<file path="src/sv/qcr_pkg.sv">
`default_nettype none

package qcr_pkg;

    // counts per second scale applied to the count change before dividing
    localparam int TICKS_PER_SECOND = 1000;
    localparam int TICK_W           = $clog2(TICKS_PER_SECOND + 1);
    // magnitude of count change times ticks, also the divider width
    localparam int MAG_W            = 32 + TICK_W;
    localparam int CNT_W            = $clog2(MAG_W);

    localparam logic [1:0] OP_CHANGE_A = 2'd0;
    localparam logic [1:0] OP_CHANGE_B = 2'd1;
    localparam logic [1:0] OP_MEASURE  = 2'd2;

    typedef struct packed {
        logic [1:0]  operation;
        logic        level_a;
        logic        level_b;
        logic [31:0] time_ms;
    } qcr_in_t;

    typedef struct packed {
        logic signed [31:0] position;
        logic signed [31:0] rate_pps;
        logic               rate_valid;
        logic               zero_interval;
    } qcr_out_t;

    typedef enum logic [1:0] {
        ST_IDLE,
        ST_MUL,
        ST_DIV,
        ST_FINISH
    } qcr_state_t;

    typedef struct packed {
        logic step_load;
        logic meas_start;
        logic mul_load;
        logic div_step;
        logic finish_load;
    } qcr_cmd_t;

    typedef struct packed {
        logic interval_zero;
        logic div_last;
    } qcr_status_t;

endpackage

`default_nettype wire

</file>
<file path="src/sv/quadrature_counter_with_rate_unit.sv">
`default_nettype none

// x4 quadrature decoder with a rate meter. every request gives exactly one
// result. a channel A or B change request (or the unused operation code,
// which changes nothing) is accepted and its result is in the
// output register on the next cycle. a measure request computes
// (count change since last measure) * TICKS_PER_SECOND / (elapsed ms),
// truncated toward zero and saturated to 32 bits. the result comes from
// the bit-serial restoring divider in the datapath, which retires one
// quotient bit per cycle over a MAG_W-bit dividend. a zero interval skips
// the divider and finishes with a rate of 0 and the zero_interval flag.
// only one request is in flight at a time; a new one is taken while
// the previous result still waits in the output register, as long as that
// register is about to be freed. the count wraps modulo 2^32 and the
// millisecond timestamp difference is taken modulo 2^32.

module quadrature_counter_with_rate_unit (
    input  wire logic              clk,
    input  wire logic              rst_n,
    input  wire logic              in_valid,
    output logic                   in_ready,
    input  wire qcr_pkg::qcr_in_t  in_data,
    output logic                   out_valid,
    input  wire logic              out_ready,
    output qcr_pkg::qcr_out_t      out_data
);
    import qcr_pkg::*;

    // command and status between the sequencer and the datapath
    qcr_cmd_t    cmd;
    qcr_status_t status;

    // sequencer: request handshake, measure sequencing, output valid
    qcr_ctrl u_ctrl (
        .clk       (clk),
        .rst_n     (rst_n),
        .in_valid  (in_valid),
        .in_ready  (in_ready),
        .operation (in_data.operation),
        .out_valid (out_valid),
        .out_ready (out_ready),
        .status    (status),
        .cmd       (cmd)
    );

    // datapath: counter, measure snapshot, multiply, divide, saturate
    qcr_dp u_dp (
        .clk      (clk),
        .rst_n    (rst_n),
        .in_data  (in_data),
        .cmd      (cmd),
        .status   (status),
        .out_data (out_data)
    );

endmodule

`default_nettype wire

</file>
<file path="src/sv/qcr_ctrl.sv">
`default_nettype none

module qcr_ctrl (
    input  wire logic                clk,
    input  wire logic                rst_n,
    input  wire logic                in_valid,
    output logic                     in_ready,
    input  wire logic [1:0]          operation,
    output logic                     out_valid,
    input  wire logic                out_ready,
    input  wire qcr_pkg::qcr_status_t status,
    output qcr_pkg::qcr_cmd_t        cmd
);
    import qcr_pkg::*;

    qcr_state_t state_reg;
    qcr_state_t state_next;
    logic       out_valid_reg;
    logic       out_valid_next;
    logic       slot_free;
    logic       accept;

    assign slot_free = !out_valid_reg || out_ready;
    assign accept    = in_valid && in_ready;
    assign out_valid = out_valid_reg;

    // next state
    always_comb
    begin
        state_next = state_reg;
        unique case (state_reg)
            ST_IDLE:
            begin
                if (accept && operation == OP_MEASURE)
                    state_next = ST_MUL;
            end
            ST_MUL:
            begin
                state_next = status.interval_zero ? ST_FINISH : ST_DIV;
            end
            ST_DIV:
            begin
                if (status.div_last)
                    state_next = ST_FINISH;
            end
            ST_FINISH:
            begin
                if (slot_free)
                    state_next = ST_IDLE;
            end
            default: state_next = ST_IDLE;
        endcase
    end

    // outputs
    always_comb
    begin
        in_ready = 1'b0;
        cmd      = '0;
        unique case (state_reg)
            ST_IDLE:
            begin
                in_ready       = slot_free;
                cmd.step_load  = in_valid && slot_free && operation != OP_MEASURE;
                cmd.meas_start = in_valid && slot_free && operation == OP_MEASURE;
            end
            ST_MUL:    cmd.mul_load    = 1'b1;
            ST_DIV:    cmd.div_step    = 1'b1;
            ST_FINISH: cmd.finish_load = slot_free;
            default:   cmd             = '0;
        endcase
    end

    always_comb
    begin
        if (cmd.step_load || cmd.finish_load)
            out_valid_next = 1'b1;
        else if (out_ready)
            out_valid_next = 1'b0;
        else
            out_valid_next = out_valid_reg;
    end

    always_ff @(posedge clk or negedge rst_n)
    begin
        if (!rst_n)
        begin
            state_reg     <= ST_IDLE;
            out_valid_reg <= 1'b0;
        end
        else
        begin
            state_reg     <= state_next;
            out_valid_reg <= out_valid_next;
        end
    end

endmodule

`default_nettype wire

</file>
<file path="src/sv/qcr_dp.sv">
`default_nettype none

module qcr_dp (
    input  wire logic                clk,
    input  wire logic                rst_n,
    input  wire qcr_pkg::qcr_in_t    in_data,
    input  wire qcr_pkg::qcr_cmd_t   cmd,
    output qcr_pkg::qcr_status_t     status,
    output qcr_pkg::qcr_out_t        out_data
);
    import qcr_pkg::*;

    localparam logic [TICK_W-1:0] TICKS_C  = TICK_W'(TICKS_PER_SECOND);
    localparam logic [MAG_W-1:0]  POS_MAX  = {{(MAG_W-32){1'b0}}, 32'h7fff_ffff};
    localparam logic [MAG_W-1:0]  NEG_MAX  = {{(MAG_W-32){1'b0}}, 32'h8000_0000};

    // architectural state
    logic [31:0]      count_reg;
    logic [31:0]      count_next;
    logic [31:0]      base_count_reg;
    logic [31:0]      base_time_reg;
    logic [31:0]      rate_reg;
    logic [31:0]      rate_next;
    // measure working registers
    logic             zero_reg;
    logic             neg_reg;
    logic [31:0]      mag_reg;
    logic [31:0]      div_reg;
    logic [MAG_W-1:0] dq_reg;
    logic [31:0]      rem_reg;
    logic [CNT_W-1:0] cnt_reg;
    qcr_out_t         out_reg;

    logic [31:0]      delta;
    logic [31:0]      interval;
    logic             step_up;
    logic             step_en;
    logic [32:0]      shifted;
    logic [33:0]      trial;
    logic             ge;
    logic [31:0]      rate_sat;

    assign delta    = count_reg - base_count_reg;
    assign interval = in_data.time_ms - base_time_reg;

    // quadrature step direction
    always_comb
    begin
        step_up = 1'b0;
        step_en = 1'b0;
        case (in_data.operation)
            OP_CHANGE_A:
            begin
                step_en = 1'b1;
                step_up = in_data.level_a ^ in_data.level_b;
            end
            OP_CHANGE_B:
            begin
                step_en = 1'b1;
                step_up = ~(in_data.level_a ^ in_data.level_b);
            end
            default:
            begin
                step_en = 1'b0;
                step_up = 1'b0;
            end
        endcase
    end

    always_comb
    begin
        if (!step_en)
            count_next = count_reg;
        else if (step_up)
            count_next = count_reg + 32'd1;
        else
            count_next = count_reg - 32'd1;
    end

    // one restoring division step
    assign shifted = {rem_reg, dq_reg[MAG_W-1]};
    assign trial   = {1'b0, shifted} - {2'b00, div_reg};
    assign ge      = !trial[33];

    // sign and saturation of the quotient magnitude
    always_comb
    begin
        if (neg_reg)
            rate_sat = (dq_reg > NEG_MAX) ? 32'h8000_0000 : (32'd0 - dq_reg[31:0]);
        else
            rate_sat = (dq_reg > POS_MAX) ? 32'h7fff_ffff : dq_reg[31:0];
    end

    assign rate_next = zero_reg ? 32'd0 : rate_sat;

    assign status.interval_zero = zero_reg;
    assign status.div_last      = (cnt_reg == CNT_W'(MAG_W - 1));
    assign out_data             = out_reg;

    always_ff @(posedge clk or negedge rst_n)
    begin
        if (!rst_n)
        begin
            count_reg      <= '0;
            base_count_reg <= '0;
            base_time_reg  <= '0;
            rate_reg       <= '0;
            zero_reg       <= 1'b0;
            cnt_reg        <= '0;
        end
        else
        begin
            if (cmd.step_load)
                count_reg <= count_next;
            if (cmd.meas_start)
            begin
                base_count_reg <= count_reg;
                base_time_reg  <= in_data.time_ms;
                zero_reg       <= (interval == 32'd0);
            end
            if (cmd.mul_load)
                cnt_reg <= '0;
            else if (cmd.div_step)
                cnt_reg <= cnt_reg + CNT_W'(1);
            if (cmd.finish_load)
                rate_reg <= rate_next;
        end
    end

    always_ff @(posedge clk)
    begin
        if (cmd.meas_start)
        begin
            neg_reg <= delta[31];
            mag_reg <= delta[31] ? (32'd0 - delta) : delta;
            div_reg <= interval;
        end
        if (cmd.mul_load)
        begin
            dq_reg  <= {{TICK_W{1'b0}}, mag_reg} * {{32{1'b0}}, TICKS_C};
            rem_reg <= '0;
        end
        else if (cmd.div_step)
        begin
            dq_reg  <= {dq_reg[MAG_W-2:0], ge};
            rem_reg <= ge ? trial[31:0] : shifted[31:0];
        end
        if (cmd.step_load)
        begin
            out_reg.position      <= count_next;
            out_reg.rate_pps      <= rate_reg;
            out_reg.rate_valid    <= 1'b0;
            out_reg.zero_interval <= 1'b0;
        end
        else if (cmd.finish_load)
        begin
            out_reg.position      <= count_reg;
            out_reg.rate_pps      <= rate_next;
            out_reg.rate_valid    <= !zero_reg;
            out_reg.zero_interval <= zero_reg;
        end
    end

endmodule

`default_nettype wire

</file>
<file path="config.mk">
export PLATFORM = sky130hd
export DESIGN_NAME = quadrature_counter_with_rate_unit
export DESIGN_NICKNAME = d
export VERILOG_FILES = /design/src/sv/qcr_pkg.sv /design/src/sv/quadrature_counter_with_rate_unit.sv /design/src/sv/qcr_ctrl.sv /design/src/sv/qcr_dp.sv
export SDC_FILE = /design/constraint.sdc
export NUM_CORES = 1
export LEC_CHECK = 0
export BUFFER_PORTS_ARGS = -buffer_cell sky130_fd_sc_hd__buf_2
export CAP_MARGIN = 20
export CORE_MARGIN = 8
export CORE_UTILIZATION = 50
export CTS_CLUSTER_SIZE = 30
export DETAILED_ROUTE_END_ITERATION = 12
export PLACE_DENSITY_LB_ADDON = 0.12
export SYNTH_ARGS = -nofsm -noshare
export SYNTH_HDL_FRONTEND = slang
export SYNTH_HIERARCHICAL = 1
export SYNTH_SLANG_ARGS = --single-unit
</file>
<file path="constraint.sdc">
create_clock -name clk -period 7 [get_ports clk]
set_input_delay 0 -clock clk [delete_from_list [all_inputs] [get_ports clk]]
set_output_delay 0 -clock clk [all_outputs]
set_load 0.005 [all_outputs]
</file>
# Word level (Yosys, flattened, before mapping)
# Cells that the tools add are included.
# op_classes
add_sub_neg,8
n_mul,1
n_lt_le_gt_ge,2
n_eq_ne,10
muxes,28
bitwise,2
reduce_logical,18
# ops
op,n
two-way mux 32 bit,7
two-way mux 66 bit,2
two-way mux 42 bit,2
"subtractor 1 x 32 -> 32 bit, first input constant",2
subtractor 32 bit,2
"greater-than comparator 42 x 31 -> 1 bit, second input constant",1
"greater-than comparator 42 x 32 -> 1 bit, second input constant",1
"multiplier 32 x 7 -> 39 bit, second input constant",1
subtractor 33 x 32 -> 34 bit,1
"adder 32 x 1 -> 32 bit, second input constant",1
zero test 32 bit,1
"subtractor 32 x 1 -> 32 bit, second input constant",1
two-way mux 31 bit,1
two-way mux 6 bit,2
two-way mux 1 bit,8
two-way mux 2 bit,4
one-hot mux 2 bit (4 select lines),1
"adder 6 x 1 -> 6 bit, second input constant",1
"== test 2 bit, second input constant",3
"== test 6 bit, second input constant",1
nonzero test 2 bit,3
logical AND 1 bit,5
"== test 2 x 1 -> 1 bit, second input constant",2
zero test 2 bit,2
9 further kinds,14
# word_totals
reg_bits,343
input_bits,40
output_inout_bits,68
wordCells,88

# Logic depth before layout (Yosys ltp)
# Gate-level depths: netlist of run 1.
# logic_depth
ltp_word,7
mapped_depth,19
mapped_depth_nobuf,18

# By module
# The synthesis of run 1 kept the hierarchy.
# by_module_without_submodules
mod,instances,cells_per_inst,area_per_inst_um2,seq_area_each_um2
qcr_dp,1,2811,26022.5,9163.8
qcr_ctrl,1,29,279.0,75.1

# Least setup slack after synthesis of run 1
# Ideal clock, no wire load.
# synth_path
path_kind,register to register
startpoint,register u_dp.mag_reg[17]
endpoint,"register u_dp.dq_reg[40], data pin"
setup_ns,0.268
t_arrival_ns,5.220
t_required_ns,6.732
setup_slack_ns,1.512
path_stages_with_launch,20
n_path_buf,1
period_less_slack_ns,5.488
path_cell_list,edfxtp_1 -> inv_1 -> fa_1 -> fa_1 -> fa_1 -> fa_1 -> inv_1 -> ha_1 -> clkbuf_1 -> a21o_1 -> a21o_1 -> a21o_1 -> a21o_1 -> a2111o_1 -> o221ai_1 -> o21ai_0 -> and2_1 -> a221oi_1 -> xor2_1 -> o21ai_0
# synth_between
elab_chain_cells,2
# synth_rtl
item,line,source
from (decl),qcr_dp.sv:27,logic [31:0] mag_reg;
from (signal assigned),qcr_dp.sv:135,mag_reg <= delta[31] ? (32'd0 - delta) : delta;
multiplier 32 x 7 -> 39 bit,qcr_dp.sv:140,"dq_reg <= {{TICK_W{1'b0}}, mag_reg} * {{32{1'b0}}, TICKS_C};"
two-way mux 42 bit,qcr_dp.sv:138,if (cmd.mul_load)
to (signal assigned),qcr_dp.sv:140,
to (signal assigned),qcr_dp.sv:145,"dq_reg <= {dq_reg[MAG_W-2:0], ge};"
to (decl),qcr_dp.sv:29,logic [MAG_W-1:0] dq_reg;
# No other way between the ends.
# A chain may end at the register's enable or synchronous reset.

# Worst setup path in the final report of run 1
# layout_path
startpoint,register u_dp.mag_reg[18]
endpoint,"register u_dp.dq_reg[40], data pin"
# Same word-level chain as after synthesis.

==> results of run 1 <==
## cell usage after synthesis, drive strengths merged, types with 17 or more instances
cell type | n | area share [%]
fa | 122 | 9.3
o221ai | 17 | 0.57
nand2 | 303 | 4.3
o21a | 19 | 0.54
nor2 | 129 | 1.8
dfxtp | 37 | 2.8
and2 | 30 | 0.71
edfxtp | 168 | 19
nor2b | 27 | 0.67
a21oi | 174 | 3.3
xnor2 | 120 | 4.0
a31oi | 32 | 0.78
o21bai | 21 | 0.60
a21o | 92 | 2.6
and3 | 28 | 0.67
nor3 | 32 | 0.63
nand3 | 47 | 0.89
xor2 | 58 | 1.9
ha | 218 | 10
nand2b | 25 | 0.59
o211ai | 32 | 0.97
nand4 | 17 | 0.40
a211oi | 38 | 1.1
dfrtp | 138 | 13
inv | 336 | 4.8
o21ai | 283 | 5.4
clkbuf | 92 | 1.3
## layer usage
metal	up-vias	GRT usage, %
met5	-	0
met4	0	4.84
met3	72	2.90
met2	354	31.7
met1	9570	27.3
li1	10160	-
## kinds of logic after synthesis
| group | after synthesis |
|---|---|
| AO/OA/AOI/OAI | 813 |
| AND/OR/NAND/NOR | 712 |
| buffers and inverters | 438 |
| XOR/XNOR | 178 |
| multiplexers | 16 |
| flip-flops | 343 |
| adder cells (fa/ha/maj) | 340 |
## worst reg2reg max path, cell delays in order, from the launching register on
cell and delay (ps):
edfxtp_1 410, inv_1 220, fa_1 480, fa_1 540, fa_1 440, fa_1 520, inv_1 40, ha_1 390
a21o_1 210, a21o_1 170, a21o_1 180, a21o_1 190, a2111o_1 420, o221ai_1 290, o21ai_0 230, and2_1 220
a221oi_1 320, xor2_1 160, o21ai_0 80
## cells in the final DEF, fill, tap and decap left out, types with 47 or more instances in the layout
| cell type | instances |
|---|---|
| nand3_1 | 47 |
| o21ai_0 | 281 |
| xor2_1 | 58 |
| nand2_1 | 303 |
| a21oi_1 | 171 |
| a21o_1 | 92 |
| fa_1 | 122 |
| inv_1 | 335 |
| edfxtp_1 | 168 |
| dfrtp_1 | 138 |
| buf_2 | 106 |
| xnor2_1 | 120 |
| nor2_1 | 129 |
| ha_1 | 217 |
## worst max-delay path by stage
stage,start,cells after the start,slack (ps),to
2_1_floorplan,u_dp/mag_reg[17]$_DFFE_PP_,19,1510,u_dp/dq_reg[40]$_DFFE_PP_
3_3_place_gp,u_dp/mag_reg[17]$_DFFE_PP_,18,1270,u_dp/dq_reg[40]$_DFFE_PP_
3_5_place_dp,u_dp/mag_reg[17]$_DFFE_PP_,18,1240,u_dp/dq_reg[40]$_DFFE_PP_
4_1_cts,u_dp/mag_reg[17]$_DFFE_PP_,18,1210,u_dp/dq_reg[40]$_DFFE_PP_
5_1_grt,u_dp/mag_reg[18]$_DFFE_PP_,18,890,u_dp/dq_reg[40]$_DFFE_PP_
6_report,u_dp/mag_reg[18]$_DFFE_PP_,18,1220,u_dp/dq_reg[40]$_DFFE_PP_
## through the flow
stage | area, um2 | utilization, % | setup slack [ps] | cells
3_5_place_dp | 27500 | 52.6 | 1240 | 3552
6_report | 29300 | 56.2 | 1220 | 3664
5_1_grt | 29300 | 56.2 | 887 | 3664
3_3_place_gp | 27500 | 52.6 | 1270 | 3552
2_1_floorplan | 26300 | - | 1510 | 2840
4_1_cts | 29300 | 56.2 | 1210 | 3664
## cell type report
| type | count | share of cell area (%) |
|---|---|---|
| Clock buffer | 58 | 4.24 |
| Clock inverter | 18 | 0.857 |
| Inverter | 337 | 4.32 |
| Multi-Input combinational cell | 2059 | 52.6 |
| Sequential cell | 343 | 31.5 |
| Tap cell | 688 | 2.93 |
| Timing Repair Buffer | 161 | 3.54 |
## timing repair
item	4_1_cts	5_1_grt
hold endpoints to repair	127	0
endpoints found under the setup margin	0	0
hold buffers	36	0
resized for setup	0	0
==> reports/results.tsv, run 1 <==
metric	value	unit
status	complete, no violations	
syn_area	0.0263	mm2
routed.top_layer	met4	
vias_per_cell	5.50	
grt_max_degree	96	
arrival	6060	ps
multi_input_comb_area	0.0154	mm2
ys_ff_latch	343	
fmax	173	MHz
finalWirelength	58.6	mm
antenna_found_initial	0	
worstPathCellList	inv_1, fa_1, fa_1, fa_1, fa_1, inv_1, ha_1, a21o_1, a21o_1, a21o_1, a21o_1, a2111o_1, o221ai_1, o21ai_0, and2_1, a221oi_1, xor2_1, o21ai_0	
start_kind	flop	
dieWidth	245	um
r2r-end	u_dp/dq_reg[40]$_DFFE_PP_	
path_delay_family	adder cells	
slew_headroom	35.7	%
maxCapViolations	0	
cts_sinks	343	
clk_path_buf_depth	3	
synth-compound-area-share	19.5	%
syn-num-nets	3220	
portBuffers	107	
place_congestion	0.892	
grt_pass1_vias	20276	
synth_cell_types	92	
overflow	0	
cp_num_buf_inv	2	
rows	84	
post_cts_buffers	0	
slowest_delay	540	ps
holdWs	39.6	ps
r2r-start	u_dp/mag_reg[18]$_DFFE_PP_	
ios	108	
hp-class	in -> async	
die_h	245	um
post-route-period-util	82.5	%
synth_xor_area_share	5.93	%
cts_root_buffer	clkbuf_16	
synth-adder-area-share	19.7	%
cp_max_fo	8	
fin_tns_setup	0	ps
dr.pass1.iters	5	
worstSkewPairLatency	560	ps
vias	20156	
met1Wirelength	28.6	mm
gr-usage-all-layers	19.5	%
register_area	0.00924	mm2
yosys_warnings	6	
setup_viol	0	
cts_tree	yes	
async_flop_share	40.2	%
r2r_cells	18	
area_growth	11.5	%
crit_required	7290	ps
detail-route-antenna-nets	0	
largest_reg_flops	66	
postSynthAreaPerCell	9.26	um2
place_hpwl	44.6	mm
worstMarginPinSlew	959	ps
post-route-min-period	5780	ps
rsz0062_at_grt	no	
dr_wl_met2	26.6	mm
dieArea	0.0602	mm2
synth_top_family_by_area	adder cells	
critPathKind	reg -> reg	
nets	3323	
wl_per_cell	16.0	um
n_antenna_cell	0	
coreArea	0.0522	mm2
crit_slowest_cell	fa_1	
grt_pass1_wl	99.9	mm
synth_edf_count	168	
cts_buffers	41	
finClkSkew	12.4	ps
ys_seq_area_share	35.1	%
final.fill_count	4599	
synthCells	2840	
dr_wl_met3	2.43	mm
start_util	50.4	%
layout-drive-gt1-share	8.30	%
ys.flop_type	edfxtp_1	
clk_pin_slew	70	ps
hold_violations	0	
r2r_slack	1220	ps
drc	0	
endpoint_kind	flop	
synthSimpleGateAreaFrac	12.8	%
slew_viol_final	0	
muxShareOfSynthArea	0.637	%
htreeDepth	2	
drtIter0Drc	1193	
Power of run 1 is not shown: default switching activity piles up to over one toggle a cycle in this logic, so the estimate is an artifact.
==> run 2: changes to the inputs <==
clock period = 5.9 ns   (was 7 ns; I/O delays follow)
==> reports/results.tsv, run 2 (synthesized netlist as in run 1, its figures left out) <==
metric	value	unit
status	complete, no violations	
hold_violations	0	
setup_viol	0	
fin_util	56.2	%
post-route-min-period	5580	ps
finClkSkew	16.8	ps
drtIter0Drc	1291	
fmax	179	MHz
dr.pass1.iters	5	
area_growth	11.5	%
endpoint_kind	flop	
worstSkewPairLatency	570	ps
dieWidth	245	um
n_antenna_cell	0	
slew_headroom	33.3	%
worstMarginPinSlew	1000	ps
setup_ws	318	ps
cts_buffers	42	
die_h	245	um
grt_max_degree	97	
crit_required	6180	ps
rsz0062_at_grt	no	
nets	3326	
critPathKind	reg -> reg	
cp_max_fo	8	
layout-drive-gt1-share	8.52	%
overflow	0	
portBuffers	107	
largest_reg_flops	66	
cts_root_buffer	clkbuf_16	
maxCapViolations	0	
ios	108	
fin_cells	3668	
fin_tns_setup	0	ps
post_cts_buffers	0	
register_area	0.00924	mm2
place_hpwl	44.1	mm
r2r_cells	18	
multi_input_comb_area	0.0154	mm2
hp-class	in -> async	
detail-route-antenna-nets	0	
clk_path_buf_depth	3	
grt_pass1_wl	98.5	mm
start_kind	flop	
antenna_found_initial	0	
dp_cells	3554	
slew_viol_final	0	
start_util	50.4	%
clk_pin_slew	60	ps
final.fill_count	4657	
arrival	5860	ps
cts_sinks	343	
final_cell_mix	332 x inv_1, 303 x nand2_1, 280 x o21ai_0	
finalWirelength	58.1	mm
grt_pass1_vias	19928	
rows	84	
htreeDepth	2	
final_common_cell	inv_1	
cts_tree	yes	
wl_per_cell	15.8	um
coreArea	0.0522	mm2
pre_cts_slack	167	ps
dieArea	0.0602	mm2
drc	0	
gr-usage-all-layers	19.3	%
place_congestion	0.870	
vias_per_cell	5.47	
post-route-period-util	94.6	%
vias	20066	
[run 2: through the flow]
stage | hold WS [ps] | area (um2)
after global routing | 44.0 | 29300
final | 22.0 | 29300
after global placement | 86.3 | 27500
after floorplan | -296 | 26300
after detailed placement | 102 | 27500
after CTS | 2.90 | 29300
[run 2: critical path: stages, from the launching register on]
cell      delay, ps
edfxtp_1        420
inv_2           160
fa_1            450
fa_1            540
fa_1            450
fa_1            510
inv_1            40
ha_1            400
a21o_1          220
a21o_1          170
a21o_1          180
a21o_1          190
a2111o_1        410
o221ai_1        210
o21ai_0         180
and2_1          220
a221oi_2        290
xor2_1          170
o21ai_0          90
[run 2: repair_timing]
item                                    in CTS  in global routing
hold endpoints to repair                   131                  0
hold buffers                                36                  0
endpoints found under the setup margin       0                  4
resized for setup                            0                  6
[run 2: final timing paths]
kind | from | end | slack [ps]
max in group asynchronous | rst_n | u_dp/rate_reg[27]$_DFFE_PN0P_ | 4580
worst min-delay path | rst_n | u_dp/base_time_reg[17]$_DFFE_PN0P_ | 20
worst max-delay path | u_dp/mag_reg[17]$_DFFE_PP_ | u_dp/dq_reg[40]$_DFFE_PP_ | 320
worst max register to register | u_dp/mag_reg[17]$_DFFE_PP_ | u_dp/dq_reg[40]$_DFFE_PP_ | 320
min in group clk | in_data[35] | u_ctrl/state_reg[0]$_DFFE_PN0P_ | 50
worst min register to register | u_dp/out_data[1]$_SDFFE_PP0P_ | u_dp/out_data[1]$_SDFFE_PP0P_ | 470
[run 2: area by class of cell]
type / count / share of cell area, %
Sequential cell: 343 / 31.5
Multi-Input combinational cell: 2059 / 52.7
Inverter: 337 / 4.32
Clock inverter: 23 / 0.938
Timing Repair Buffer: 163 / 3.63
Tap cell: 688 / 2.93
Clock buffer: 55 / 4.03
[run 2: layer usage]
metal,part of all wire [%],vias up,GRT usage (%)
met3,4.0,79,2.64
met4,2.3,0,5.78
met1,49,9470,27.7
met5,0,-,0
li1,-,10152,-
met2,44,365,30.3
Power of run 2 is left out for the same reason.
